===== src/design/pdrc_pkg.sv =====
// Shared constants and controller-to-datapath types for the packet deframer.
package pdrc_pkg;

    localparam int MAX_PAYLOAD_DEF = 32;
    localparam logic [7:0] HEADER_RESET = 8'hCC;

    localparam logic [1:0] ST_GOOD = 2'd0;
    localparam logic [1:0] ST_CSUM = 2'd1;
    localparam logic [1:0] ST_OVER = 2'd2;

    typedef struct packed {
        logic cnt_clr;
        logic len_ld;
        logic id_ld;
        logic sum_add;
        logic pay_wr;
        logic sum_clr;
        logic rd_clr;
        logic rd_ld;
        logic rd_inc;
        logic out_single;
        logic out_data;
    } t_dp_cmd;

    typedef struct packed {
        logic hdr_match;
        logic pay_more;
        logic sum_match;
        logic stored_zero;
        logic rd_last;
        logic out_free;
    } t_dp_sts;

endpackage


===== src/design/pdrc_dp.sv =====
// Datapath: held fields, checksum, payload memory, drain counter and output register.
module pdrc_dp import pdrc_pkg::*; #(
    parameter int MAX_PAYLOAD = MAX_PAYLOAD_DEF
) (
    input  logic       i_clk,
    input  logic       i_rst_n,
    input  logic       i_cfg_we,
    input  logic [7:0] i_cfg_wdata,
    input  logic [7:0] i_rx_byte,
    input  t_dp_cmd    i_cmd,
    output t_dp_sts    o_sts,
    input  logic       i_stall,
    output logic       o_valid,
    output logic [1:0] o_status,
    output logic [7:0] o_packet_id,
    output logic [7:0] o_length_field,
    output logic       o_has_data,
    output logic [5:0] o_byte_index,
    output logic [7:0] o_payload_byte,
    output logic       o_last
);

    localparam int AW = (MAX_PAYLOAD > 1) ? $clog2(MAX_PAYLOAD) : 1;
    localparam int CW = $clog2(MAX_PAYLOAD + 1);

    logic [7:0]    r_header;
    logic [7:0]    r_len;
    logic [7:0]    r_id;
    logic [7:0]    r_cnt;
    logic [7:0]    r_sum;
    logic [7:0]    r_mem [MAX_PAYLOAD];
    logic [7:0]    r_rd_data;
    logic [CW-1:0] r_rd_idx;

    logic          r_o_valid;
    logic [1:0]    r_o_status;
    logic [7:0]    r_o_packet_id;
    logic [7:0]    r_o_length_field;
    logic          r_o_has_data;
    logic [5:0]    r_o_byte_index;
    logic [7:0]    r_o_payload_byte;
    logic          r_o_last;

    logic [7:0]    n_sum;
    logic          over;
    logic [CW-1:0] stored;
    logic [1:0]    good_status;

    assign n_sum       = {r_sum[0], r_sum[7:1]} + i_rx_byte;
    assign over        = r_cnt > 8'(MAX_PAYLOAD);
    assign stored      = over ? CW'(MAX_PAYLOAD) : r_cnt[CW-1:0];
    assign good_status = over ? ST_OVER : ST_GOOD;

    assign o_sts.hdr_match   = i_rx_byte == r_header;
    assign o_sts.pay_more    = (r_len != 8'd0) && (r_cnt < r_len - 8'd1);
    assign o_sts.sum_match   = i_rx_byte == r_sum;
    assign o_sts.stored_zero = r_cnt == 8'd0;
    assign o_sts.rd_last     = (r_rd_idx + CW'(1)) == stored;
    assign o_sts.out_free    = !r_o_valid || !i_stall;

    always_ff @(posedge i_clk) begin
        if (!i_rst_n) begin
            r_header  <= HEADER_RESET;
            r_len     <= 8'd0;
            r_id      <= 8'd0;
            r_cnt     <= 8'd0;
            r_sum     <= 8'd0;
            r_rd_idx  <= '0;
            r_o_valid <= 1'b0;
        end else begin
            if (i_cfg_we) begin
                r_header <= i_cfg_wdata;
            end
            if (i_cmd.len_ld) begin
                r_len <= i_rx_byte;
            end
            if (i_cmd.id_ld) begin
                r_id <= i_rx_byte;
            end
            if (i_cmd.cnt_clr) begin
                r_cnt <= 8'd0;
            end else if (i_cmd.pay_wr) begin
                r_cnt <= r_cnt + 8'd1;
            end
            if (i_cmd.sum_clr) begin
                r_sum <= 8'd0;
            end else if (i_cmd.sum_add) begin
                r_sum <= n_sum;
            end
            if (i_cmd.rd_clr) begin
                r_rd_idx <= '0;
            end else if (i_cmd.rd_inc) begin
                r_rd_idx <= r_rd_idx + CW'(1);
            end
            if (i_cmd.out_single || i_cmd.out_data) begin
                r_o_valid <= 1'b1;
            end else if (!i_stall) begin
                r_o_valid <= 1'b0;
            end
        end
    end

    always_ff @(posedge i_clk) begin
        if (i_cmd.pay_wr && (r_cnt < 8'(MAX_PAYLOAD))) begin
            r_mem[r_cnt[AW-1:0]] <= i_rx_byte;
        end
        if (i_cmd.rd_ld) begin
            r_rd_data <= r_mem[r_rd_idx[AW-1:0]];
        end
        if (i_cmd.out_single) begin
            r_o_status       <= o_sts.sum_match ? good_status : ST_CSUM;
            r_o_packet_id    <= r_id;
            r_o_length_field <= r_len;
            r_o_has_data     <= 1'b0;
            r_o_byte_index   <= 6'd0;
            r_o_payload_byte <= 8'd0;
            r_o_last         <= 1'b1;
        end else if (i_cmd.out_data) begin
            r_o_status       <= good_status;
            r_o_packet_id    <= r_id;
            r_o_length_field <= r_len;
            r_o_has_data     <= 1'b1;
            r_o_byte_index   <= 6'(r_rd_idx);
            r_o_payload_byte <= r_rd_data;
            r_o_last         <= o_sts.rd_last;
        end
    end

    assign o_valid        = r_o_valid;
    assign o_status       = r_o_status;
    assign o_packet_id    = r_o_packet_id;
    assign o_length_field = r_o_length_field;
    assign o_has_data     = r_o_has_data;
    assign o_byte_index   = r_o_byte_index;
    assign o_payload_byte = r_o_payload_byte;
    assign o_last         = r_o_last;

endmodule


===== src/design/pdrc_ctrl.sv =====
// Controller: frame phase state machine and result drain sequencing.
module pdrc_ctrl import pdrc_pkg::*; (
    input  logic    i_clk,
    input  logic    i_rst_n,
    input  logic    i_valid,
    output logic    o_stall,
    input  t_dp_sts i_sts,
    output t_dp_cmd o_cmd
);

    typedef enum logic [2:0] {
        S_IDLE,
        S_LEN,
        S_ID,
        S_PAY,
        S_CHK,
        S_RD,
        S_EMIT,
        S_SWAL
    } t_state;

    t_state r_state;
    t_state n_state;
    logic   acc;

    always_comb begin
        case (r_state)
            S_CHK:         o_stall = !i_sts.out_free;
            S_RD, S_EMIT:  o_stall = 1'b1;
            default:       o_stall = 1'b0;
        endcase
    end

    assign acc = i_valid && !o_stall;

    always_comb begin
        o_cmd   = '0;
        n_state = r_state;
        case (r_state)
            S_IDLE: begin
                if (acc) begin
                    o_cmd.cnt_clr = 1'b1;
                    if (i_sts.hdr_match) begin
                        n_state = S_LEN;
                    end
                end
            end
            S_LEN: begin
                if (acc) begin
                    o_cmd.len_ld = 1'b1;
                    n_state      = S_ID;
                end
            end
            S_ID: begin
                if (acc) begin
                    o_cmd.id_ld   = 1'b1;
                    o_cmd.sum_add = 1'b1;
                    n_state       = S_PAY;
                end
            end
            S_PAY: begin
                if (acc) begin
                    if (i_sts.pay_more) begin
                        o_cmd.pay_wr  = 1'b1;
                        o_cmd.sum_add = 1'b1;
                    end else begin
                        n_state = S_CHK;
                    end
                end
            end
            S_CHK: begin
                if (acc) begin
                    o_cmd.sum_clr = 1'b1;
                    if (i_sts.sum_match && !i_sts.stored_zero) begin
                        o_cmd.rd_clr = 1'b1;
                        n_state      = S_RD;
                    end else begin
                        o_cmd.out_single = 1'b1;
                        n_state = i_sts.sum_match ? S_SWAL : S_IDLE;
                    end
                end
            end
            S_RD: begin
                o_cmd.rd_ld = 1'b1;
                n_state     = S_EMIT;
            end
            S_EMIT: begin
                if (i_sts.out_free) begin
                    o_cmd.out_data = 1'b1;
                    if (i_sts.rd_last) begin
                        n_state = S_SWAL;
                    end else begin
                        o_cmd.rd_inc = 1'b1;
                        n_state      = S_RD;
                    end
                end
            end
            S_SWAL: begin
                if (acc) begin
                    n_state = S_IDLE;
                end
            end
            default: begin
                n_state = S_IDLE;
            end
        endcase
    end

    always_ff @(posedge i_clk) begin
        if (!i_rst_n) begin
            r_state <= S_IDLE;
        end else begin
            r_state <= n_state;
        end
    end

endmodule


===== src/design/packet_deframer_rotating_checksum_top.sv =====
// Top level of the serial packet deframer with rotating checksum.
// The block takes one received byte per cycle while it collects a frame (header, length, ID,
// payload, tail, checksum), but the checksum byte waits until the output register is free; a
// single result on a bad checksum or an empty packet is loaded into it as that byte is taken.
// A good packet with payload is replayed from the payload memory by a registered memory read
// and then an output register load per stored byte; the input is stalled for that drain.
module packet_deframer_rotating_checksum_top import pdrc_pkg::*; #(
    parameter int MAX_PAYLOAD = MAX_PAYLOAD_DEF
) (
    input  logic       i_clk,
    input  logic       i_rst_n,
    input  logic       i_cfg_we,
    input  logic [7:0] i_cfg_wdata,
    input  logic       i_valid,
    output logic       o_stall,
    input  logic [7:0] i_rx_byte,
    output logic       o_valid,
    input  logic       i_stall,
    output logic [1:0] o_status,
    output logic [7:0] o_packet_id,
    output logic [7:0] o_length_field,
    output logic       o_has_data,
    output logic [5:0] o_byte_index,
    output logic [7:0] o_payload_byte,
    output logic       o_last
);

    t_dp_cmd cmd;
    t_dp_sts sts;

    pdrc_ctrl u_ctrl (
        .i_clk   (i_clk),
        .i_rst_n (i_rst_n),
        .i_valid (i_valid),
        .o_stall (o_stall),
        .i_sts   (sts),
        .o_cmd   (cmd)
    );

    pdrc_dp #(
        .MAX_PAYLOAD (MAX_PAYLOAD)
    ) u_dp (
        .i_clk          (i_clk),
        .i_rst_n        (i_rst_n),
        .i_cfg_we       (i_cfg_we),
        .i_cfg_wdata    (i_cfg_wdata),
        .i_rx_byte      (i_rx_byte),
        .i_cmd          (cmd),
        .o_sts          (sts),
        .i_stall        (i_stall),
        .o_valid        (o_valid),
        .o_status       (o_status),
        .o_packet_id    (o_packet_id),
        .o_length_field (o_length_field),
        .o_has_data     (o_has_data),
        .o_byte_index   (o_byte_index),
        .o_payload_byte (o_payload_byte),
        .o_last         (o_last)
    );

endmodule


===== config.mk =====
export PLATFORM = sky130hd
export DESIGN_NAME = packet_deframer_rotating_checksum_top
export DESIGN_NICKNAME = d
export VERILOG_FILES = /design/src/design/pdrc_pkg.sv /design/src/design/pdrc_dp.sv /design/src/design/pdrc_ctrl.sv /design/src/design/packet_deframer_rotating_checksum_top.sv
export SDC_FILE = /design/constraint.sdc
export NUM_CORES = 1
export LEC_CHECK = 0
export BUFFER_PORTS_ARGS = -buffer_cell sky130_fd_sc_hd__buf_2
export CORE_MARGIN = 10
export CORE_UTILIZATION = 55
export DETAILED_ROUTE_END_ITERATION = 10
export GPL_TIMING_DRIVEN = 0
export PLACE_DENSITY = 0.75
export SLEW_MARGIN = 20
export SYNTH_ARGS = -nofsm -noshare
export SYNTH_HDL_FRONTEND = slang
export SYNTH_SLANG_ARGS = --single-unit

===== constraint.sdc =====
create_clock -name i_clk -period 3.5 [get_ports i_clk]
set_input_delay 0.525 -clock i_clk [delete_from_list [all_inputs] [get_ports i_clk]]
set_output_delay 0.525 -clock i_clk [all_outputs]
set_load 0.05 [all_outputs]

==> flow_summary.ini, run 1 <==
[run_status]
status = completed

[placement]
portBuffers = 55
dp_hpwl_um = 20160
gp_congestion = 0.8841

[synthesis]
synthesis.area_um2 = 14310
synth_fp_nets = 907
yosysSeqAreaShare = 0.6840
synth_area_per_cell_um2 = 16.56
netlist_instances = 864
yosysTopAreaCell = edfxtp_1
synth.distinct_cells = 57
synth_ff_type = edfxtp_1
synth_edf_count = 282
synth_top_area_share = 0.5917
yosys-top-cells-area = edfxtp_1 (59%), mux4_2 (13%), dfxtp_1 (9.2%)
synthArstFlopShare = 0
synth_seq_cells = 348
synth_warnings = 0

[layout]
layout_commonest_cell = edfxtp_1
syn2layout_area_growth_pct = 20.67
fillers = 1603
drive_gt1_frac = 0.3061
n_antenna_cell = 0
layout_common_cells = edfxtp_1 (282), mux4_2 (80), nand2_1 (67)
final_core_util = 0.6799
final_nets = 1058

[power_and_ir_drop]
power_density_nw_per_um2 = 478.4
p_total_uw = 8262
p_leak_uw = 0.005817
peakVddDrop_mv = 0.4244

[critical_path]
cp_max_fo = 7
critPathKind = register to register
start_kind = register
end_kind = register
worstPathArrival_ns = 3.61
cp.required_ns = 3.73

[floorplanning]
chipWidth_um = 181.3
initial_utilization = 0.5634
rows = 58
ios = 57
die_area_um2 = 32870
core_region_area_um2 = 25400
fp.dieH_um = 181.3

[timing]
period_needed_ns = 3.386
slew_headroom = 0.3192
skew_ns = 0.01853
finalSetupTns_ns = 0
maxSlewViolCount = 0
worstMarginPinSlew_ns = 1.021
setup_viol = 0
fin_crit_sh = 0.9674
clock.fmax_mhz = 295.3
report.final.hold_viol_count = 0

[routing]
via_count = 8329
final_antenna_net_count = 0
drt_first_pass_iters = 5
first_iter_violations = 857
drc_errors = 0
avgRoutedWirePerCell_um = 24.70
avgViaCountPerCell = 6.084
wirelength_um = 33810

[grt]
gr-usage-all-layers = 0.2030
grt_pass1_vias = 8536
overflow = 0
grt_pass1_wl_um = 51480
antenna_found_initial = 0
grt_max_degree = 39

[cts]
clock_sinks = 348
clk_path_buf_depth = 3
root_buffer = clkbuf_16
clk_pin_slew_ns = 0.06
cts_tree = built
cts_buffers = 36
htree_levels = 2
insertion_delay_ns = 0.52

[hold_path]
min_path_type = input port to register

[run]
maxCapViolCount = 0
[registers in the layout, indices dropped and copies added (netlist names), 2 cells and up]
name,count
u_dp.r_header,8
u_dp.r_rd_idx,6
u_dp.r_sum,8
u_dp.o_length_field,8
u_dp.r_len,8
u_dp.r_rd_data,8
u_dp.o_status,2
u_dp.o_payload_byte,8
u_dp.r_id,8
u_ctrl.r_state,3
u_dp.r_mem,256
u_dp.o_byte_index,6
u_dp.r_cnt,8
u_dp.o_packet_id,8
[per-layer routing]
layer / global-route usage / wire, um / share of wire
met5: 0 / 0 / 0
met4: 0.06964 / 1053 / 0.031
met3: 0.03297 / 2353 / 0.070
met2: 0.3425 / 17160 / 0.51
met1: 0.2619 / 13250 / 0.39
[final timing paths]
check	start	endpoint	slack, ns	cells after the start
worst max-delay path	u_dp.r_len[2]	u_dp.r_mem[19][4]	0.11	13
worst min-delay path	i_cfg_wdata[6]	u_dp.r_header[6]	0.24	3
worst max register to register	u_dp.r_len[2]	u_dp.r_mem[19][4]	0.11	13
worst min register to register	u_dp.r_id[5]	u_dp.o_packet_id[5]	0.44	0
[synthesized netlist by cell type (2+ instances only)]
cell,n
xor2_1,24
nand4_1,9
and2_1,3
buf_4,2
nand3b_1,3
o21ai_0,11
buf_2,6
nand3_1,15
nand2b_1,4
a21oi_1,30
buf_1,3
buf_6,2
nor4b_1,2
mux2i_1,23
nand2_1,68
or3_1,4
a21o_1,2
nor4_1,5
xnor2_1,23
dfxtp_1,66
o21a_1,4
edfxtp_1,282
clkbuf_1,25
mux2_2,9
nor2_1,79
and3_1,4
mux4_2,80
or4_1,2
inv_1,14
nor3_1,8
nor2b_1,2
o31ai_1,3
ha_1,21
a2111oi_2,2
a211oi_1,2
[area by class of cell]
| type | instances | area, um^2 | area share |
|---|---|---|---|
| flip-flops and latches | 348 | 9794 | 0.5672 |
| multi-input cells | 463 | 4611 | 0.2670 |
| repair buffers | 114 | 1090 | 0.06311 |
| clock buffers | 45 | 944.7 | 0.05470 |
| well taps | 330 | 412.9 | 0.02391 |
| plain buffers | 38 | 191.4 | 0.01109 |
| clock inverters | 17 | 172.7 | 0.009999 |
| inverters | 14 | 52.55 | 0.003043 |
[kinds of logic (layout without fill, tap and decap cells)]
kind of cell               after synthesis  in the layout  share of synthesized area
DFF                                    348            348                     0.6840
and+or+nand+nor                        217            217                    0.06994
muxes                                  112            112                     0.1491
AOI/OAI and AO/OA                       63             63                    0.02885
buffers and inverters                   53            228                    0.01626
xor gates and xnor gates                49             49                    0.03209
adders and majority gates               22             22                    0.01976
[repair_timing]
item | in CTS | in global routing
hold buffers | 0 | 0
buffers inserted | 54 | 4
hold endpoints to repair | 0 | 0
setup endpoints to repair | 256 | 276
gates cloned | 0 | 1
pin swaps | 34 | 4
gates resized for setup | 70 | 11
[report_power, final]
group	internal, uW	total, uW	switching, uW
combinational	31.6	130	98.5
sequential	4470	4470	4.14
clock	2140	3660	1520
total	6640	8260	1620
[per-stage QoR]
step | setup slack [ns] | area (um^2) | hold WS, ns | cells
floorplan | -0.05904 | 14320 | 0.4081 | 864
global placement | -1.039 | 15010 | 0.4140 | 1249
detailed placement | -1.134 | 15010 | 0.4219 | 1249
CTS | 0.04096 | 17170 | 0.2245 | 1364
global route | -0.001868 | 17270 | 0.2311 | 1369
finish | 0.1141 | 17270 | 0.2370 | 1369
[worst max-delay path, cell delays in order (launching register included)]
cell	delay, ns
dfxtp_4	0.36
or4_4	0.58
nor4_4	0.18
xnor2_1	0.16
ha_1	0.27
nand2_2	0.08
o21ai_0	0.09
nor4_1	0.28
and3b_2	0.33
buf_12	0.16
nand3_4	0.10
buf_12	0.20
nor2_4	0.14
buf_12	0.15
Note: power is estimated with default switching activity, not from simulation.
==> run 2, diff against run 1 <==
--- a/config.mk
+++ b/config.mk
@@ -7,10 +7,10 @@
 export LEC_CHECK = 0
 export BUFFER_PORTS_ARGS = -buffer_cell sky130_fd_sc_hd__buf_2
 export CORE_MARGIN = 10
-export CORE_UTILIZATION = 55
+export CORE_UTILIZATION = 50
 export DETAILED_ROUTE_END_ITERATION = 10
 export GPL_TIMING_DRIVEN = 0
-export PLACE_DENSITY = 0.75
+export PLACE_DENSITY = 0.69
 export SLEW_MARGIN = 20
 export SYNTH_ARGS = -nofsm -noshare
 export SYNTH_HDL_FRONTEND = slang
==> run 2 against run 1 <==
Critical path depth unchanged. Via count decreased by 1.9%. Die area increased by 8.9%. Sequential cell count unchanged. Clock skew increased by 0.0010 ns.
==> flow_summary.ini, run 2 (synthesis gave the netlist of run 1 again) <==
[routing]
wirelength_um = 33170
first_iter_violations = 764
avgViaCountPerCell = 5.792
drc_errors = 0
drt_first_pass_iters = 5
final_antenna_net_count = 0
avgRoutedWirePerCell_um = 23.51
via_count = 8173

[cts]
clock_sinks = 348
htree_levels = 2
clk_pin_slew_ns = 0.06
cts_buffers = 36
insertion_delay_ns = 0.52
clk_path_buf_depth = 3
cts_tree = built
root_buffer = clkbuf_16
cts_hold_buf = 0

[timing]
report.final.hold_viol_count = 0
holdWs_ns = 0.2314
setup_viol = 0
fin_crit_sh = 0.9632
maxSlewViolCount = 0
slew_headroom = 0.2346
worstMarginPinSlew_ns = 1.138
finalSetupTns_ns = 0
period_needed_ns = 3.371
clock.fmax_mhz = 296.6
skew_ns = 0.01956

[power_and_ir_drop]
p_leak_uw = 0.005745
peakVddDrop_mv = 0.3579
power_density_nw_per_um2 = 477.0

[placement]
dp_hpwl_um = 20340
gp_congestion = 0.8081
portBuffers = 55

[floorplanning]
die_area_um2 = 35790
rows = 61
initial_utilization = 0.5109
fp.dieH_um = 189.2
core_region_area_um2 = 28010
chipWidth_um = 189.2
ios = 57

[hold_path]
min_to = u_dp.r_header[2]
min_path_type = input port to register
min_from = i_cfg_wdata[2]
whs_path_depth = 3

[run]
maxCapViolCount = 0

[grt]
grt_pass1_vias = 8273
grt_pass1_wl_um = 50870
gr-usage-all-layers = 0.1860
antenna_found_initial = 0
overflow = 0
grt_max_degree = 39

[layout]
n_antenna_cell = 0
multi_input_area_um2 = 4611
fillers = 2020
layout_commonest_cell = edfxtp_1
largest_register_ffs = 256
seq_area_um2 = 9791
layout_common_cells = edfxtp_1 (282), mux4_2 (80), nand2_1 (68)
final_nets = 1048
syn2layout_area_growth_pct = 19.94
drive_gt1_frac = 0.2972

[critical_path]
end_kind = register
max_stage_delay_ns = 0.57
cp.required_ns = 3.73
reg2reg_to = u_dp.r_mem[18][3]
cp_top_family = simple AND/OR/NAND/NOR gates
worstPathArrival_ns = 3.60
start_kind = register
reg2reg_from = u_dp.r_len[2]
cp_num_buf_inv = 3
rrSetupSlack_ns = 0.13
critPathKind = register to register
crit_path_cell_trace = or4_4, nor4_4, xnor2_1, ha_1, nand2_1, o21ai_0, nor4_2, and3b_2, buf_12, nand3_4, buf_12, nor2_4, buf_4
cp_max_fo = 10
worst_path_max_delay_cell = or4_4
crit_path_frequent_cell = buf_12
rr_worst_depth = 13

[run_status]
status = completed
-- run 2: area by class of cell --
type / instances / share of cell area
inverter: 14 / 0.003061
clock buffer: 51 / 0.05817
timing repair buffer: 104 / 0.05518
buffer: 38 / 0.01123
clock inverter: 15 / 0.005831
multi-input combinational: 463 / 0.2686
tap: 378 / 0.02755
sequential: 348 / 0.5704
-- run 2: through the flow --
stage / util / setup WS, ns / instances / total power (uW) / cell area (um^2)
after floorplan: - / -0.05904 / 864 / 4603 / 14320
after global placement: 0.5380 / -0.9233 / 1297 / 4685 / 15070
after detailed placement: 0.5380 / -0.9621 / 1297 / 4690 / 15070
after CTS: 0.6107 / 0.04217 / 1410 / 8232 / 17110
after global routing: 0.6128 / -0.03742 / 1411 / 8416 / 17170
final: 0.6128 / 0.1287 / 1411 / 8188 / 17170
-- run 2: worst max-delay path by stage --
stage / start / to / slack, ns / depth (start not counted)
5_1_grt: u_dp.r_len[3] / u_dp.r_mem[19][3] / -0.04 / 13
3_3_place_gp: u_dp.r_len[2] / u_dp.r_mem[23][3] / -0.92 / 12
3_5_place_dp: u_dp.r_len[2] / u_dp.r_mem[4][4] / -0.96 / 12
6_report: u_dp.r_len[2] / u_dp.r_mem[18][3] / 0.13 / 13
2_1_floorplan: u_dp.r_len[2] / u_dp.r_mem[10][0] / -0.06 / 12
4_1_cts: u_dp.r_len[2] / u_dp.r_mem[14][0] / 0.04 / 12
-- run 2: power by group --
part / total [uW] / switching (uW) / internal [uW]
logic: 129 / 97.5 / 31.3
registers: 4470 / 4.15 / 4470
clock network: 3590 / 1520 / 2070
-- run 2: worst min-delay path, cell delays in order --
cell and delay (ns):
buf_2 0.08, mux2i_1 0.05, nand2_1 0.06
-- run 2: timing repair --
item,in CTS,in global routing
endpoints found under the hold margin,0,0
buffers inserted,48,1
setup endpoints to repair,256,257
pin swaps,34,3
resized for setup,70,9
-- run 2: layer usage --
metal | track usage | up-vias | part of all wire
met5 | 0 | - | 0
met4 | 0.05220 | 0 | 0.023
met3 | 0.03565 | 50 | 0.072
met2 | 0.3047 | 303 | 0.49
met1 | 0.2491 | 4190 | 0.41
li1 | - | 3630 | -
==> run 3, diff against run 2 <==
--- a/config.mk
+++ b/config.mk
@@ -6,11 +6,13 @@
 export NUM_CORES = 1
 export LEC_CHECK = 0
 export BUFFER_PORTS_ARGS = -buffer_cell sky130_fd_sc_hd__buf_2
+export CELL_PAD_IN_SITES_DETAIL_PLACEMENT = 1
+export CELL_PAD_IN_SITES_GLOBAL_PLACEMENT = 2
 export CORE_MARGIN = 10
-export CORE_UTILIZATION = 50
+export CORE_UTILIZATION = 42
 export DETAILED_ROUTE_END_ITERATION = 10
 export GPL_TIMING_DRIVEN = 0
-export PLACE_DENSITY = 0.69
+export PLACE_DENSITY_LB_ADDON = 0.1
 export SLEW_MARGIN = 20
 export SYNTH_ARGS = -nofsm -noshare
 export SYNTH_HDL_FRONTEND = slang
==> run 3 against run 2 <==
Sequential share of layout area shrank 0.84 points. Via count fell by 0.23%. Utilization decreased by 9.5 points. Clock power rose by 6.1%. Sequential power about the same. Largest power group unchanged. Routed wire length is 14% higher. Power grew 2.8%. Non-clock buffer count rose by 1. Die area rose by 17%.
==> flow_summary.ini, run 3 (synthesis gave the netlist of run 1 again) <==
[run_status]
status = completed

[cts]
clock_sinks = 348
htree_levels = 2
insertion_delay_ns = 0.54
cts_tree = built
clk_pin_slew_ns = 0.06
clk_path_buf_depth = 3
root_buffer = clkbuf_16
cts_buffers = 39
cts_hold_buf = 0

[critical_path]
worst_path_max_delay_cell = or4_1
start_kind = register
crit_path_end = u_dp.r_mem[18][0]
reg2reg_from = u_dp.r_len[2]
rr_worst_depth = 13
end_kind = register
max_stage_delay_ns = 0.60
reg2reg_to = u_dp.r_mem[18][0]
cp.required_ns = 3.75
cp_max_fo = 10
critPathKind = register to register
crit_path_cell_trace = or4_1, nor4_2, xnor2_1, ha_1, nand2_1, o21ai_0, nor4_2, and3b_2, buf_6, nand3_4, buf_12, nor2_4, buf_12
cp_num_buf_inv = 3
worstPathArrival_ns = 3.53
rrSetupSlack_ns = 0.22
cp_num_cells = 13
cp_top_family = simple AND/OR/NAND/NOR gates
cp-startpoint = u_dp.r_len[2]

[layout]
finalInstanceArea_um2 = 17420
layout_common_cells = edfxtp_1 (282), mux4_2 (80), nand2_1 (68)
drive_gt1_frac = 0.2945
largest_register_ffs = 256
final_nets = 1052
syn2layout_area_growth_pct = 21.72
layout_commonest_cell = edfxtp_1
final_core_util = 0.5182

[floorplanning]
die_area_um2 = 41860
initial_utilization = 0.4257
core_region_area_um2 = 33620
chipWidth_um = 204.6
ios = 57
fp.dieH_um = 204.6
rows = 67

[placement]
place_area_um2 = 15160
dp_hpwl_um = 25070
pre_cts_ws_ns = -1.149
portBuffers = 55
gp_congestion = 0.7637

[grt]
gr-usage-all-layers = 0.1834
grt_max_degree = 39
overflow = 0
grt_pass1_wl_um = 57240
grt_pass1_vias = 8914
antenna_found_initial = 1

[power_and_ir_drop]
p_leak_uw = 0.005791
peakVddDrop_mv = 0.3457
p_total_uw = 8419
power_density_nw_per_um2 = 483.3

[routing]
final_antenna_net_count = 0
drc_errors = 0
avgRoutedWirePerCell_um = 25.43
first_iter_violations = 465
drt_first_pass_iters = 4
wirelength_um = 37830
avgViaCountPerCell = 5.480
via_count = 8154

[timing]
skew_ns = 0.02627
report.final.hold_viol_count = 0
period_needed_ns = 3.280
setup_viol = 0
maxSlewViolCount = 0
worstMarginPinSlew_ns = 1.016
fin_ws_ns = 0.2200
clock.fmax_mhz = 304.9
slew_headroom = 0.3227
fin_crit_sh = 0.9372
rsz0062_at_grt = no

[hold_path]
min_path_type = input port to register

[run]
maxCapViolCount = 0
run 3: changes by cell type in the layout (fill, tap and decap cells not counted), sizes merged:
cell and delta:
buf +1, clkbuf +10, clkinv -3, diode +1, inv -2
run 3: worst min path at each step:
stage / startpoint / endpoint / slack, ns / cells after the start
finish: i_cfg_wdata[3] / u_dp.r_header[3] / 0.23 / 3
global route: i_cfg_wdata[3] / u_dp.r_header[3] / 0.22 / 3
CTS: i_cfg_wdata[3] / u_dp.r_header[3] / 0.21 / 3
detailed placement: u_dp.r_id[7] / u_dp.o_packet_id[7] / 0.42 / 0
global placement: u_dp.r_id[1] / u_dp.o_packet_id[1] / 0.42 / 0
floorplan: u_dp.r_id[0] / u_dp.o_packet_id[0] / 0.41 / 0
run 3: stage by stage:
step                hold WS (ns)  cells  TNS (ns)
floorplan                 0.4081    864    -12.01
global placement          0.4183   1367   -241.25
detailed placement        0.4190   1367   -269.80
CTS                       0.2097   1487         0
global route              0.2174   1487         0
finish                    0.2317   1488         0
run 3: repair_timing:
item,in CTS,in global routing
endpoints found under the hold margin,0,0
buffers inserted,50,0
endpoints found under the setup margin,256,256
gates resized for setup,70,3
pin swaps,34,0
run 3: per-layer routing:
layer  part of all wire  GRT usage  vias to the layer above
met4              0.021    0.05025                        0
met3              0.040    0.02701                       51
li1                   -          -                     3649
met2               0.51     0.3137                      167
met5                  0          0                        -
met1               0.42     0.2386                     4287
run 3: layout make-up:
type	count	area [um^2]
Timing Repair Buffer	105	1039
Inverter	14	52.55
Multi-Input combinational cell	463	4603
Sequential cell	348	9789
Buffer	38	183.9
Fill cell	3172	16200
Clock inverter	10	98.84
Clock buffer	61	1090
Tap cell	448	560.5
Antenna cell	1	2.502
run 3: worst register-to-register path: stages (launching register included):
cell,delay (ns)
dfxtp_1,0.36
or4_1,0.60
nor4_2,0.19
xnor2_1,0.16
ha_1,0.26
nand2_1,0.09
o21ai_0,0.11
nor4_2,0.18
and3b_2,0.26
buf_6,0.18
nand3_4,0.09
buf_12,0.21
nor2_4,0.16
buf_12,0.15
run 3: power breakdown:
group / switching (uW) / total [uW] / internal [uW]
combinational: 104 / 136 / 31.4
sequential: 4.56 / 4470 / 4470
clock: 1590 / 3810 / 2220
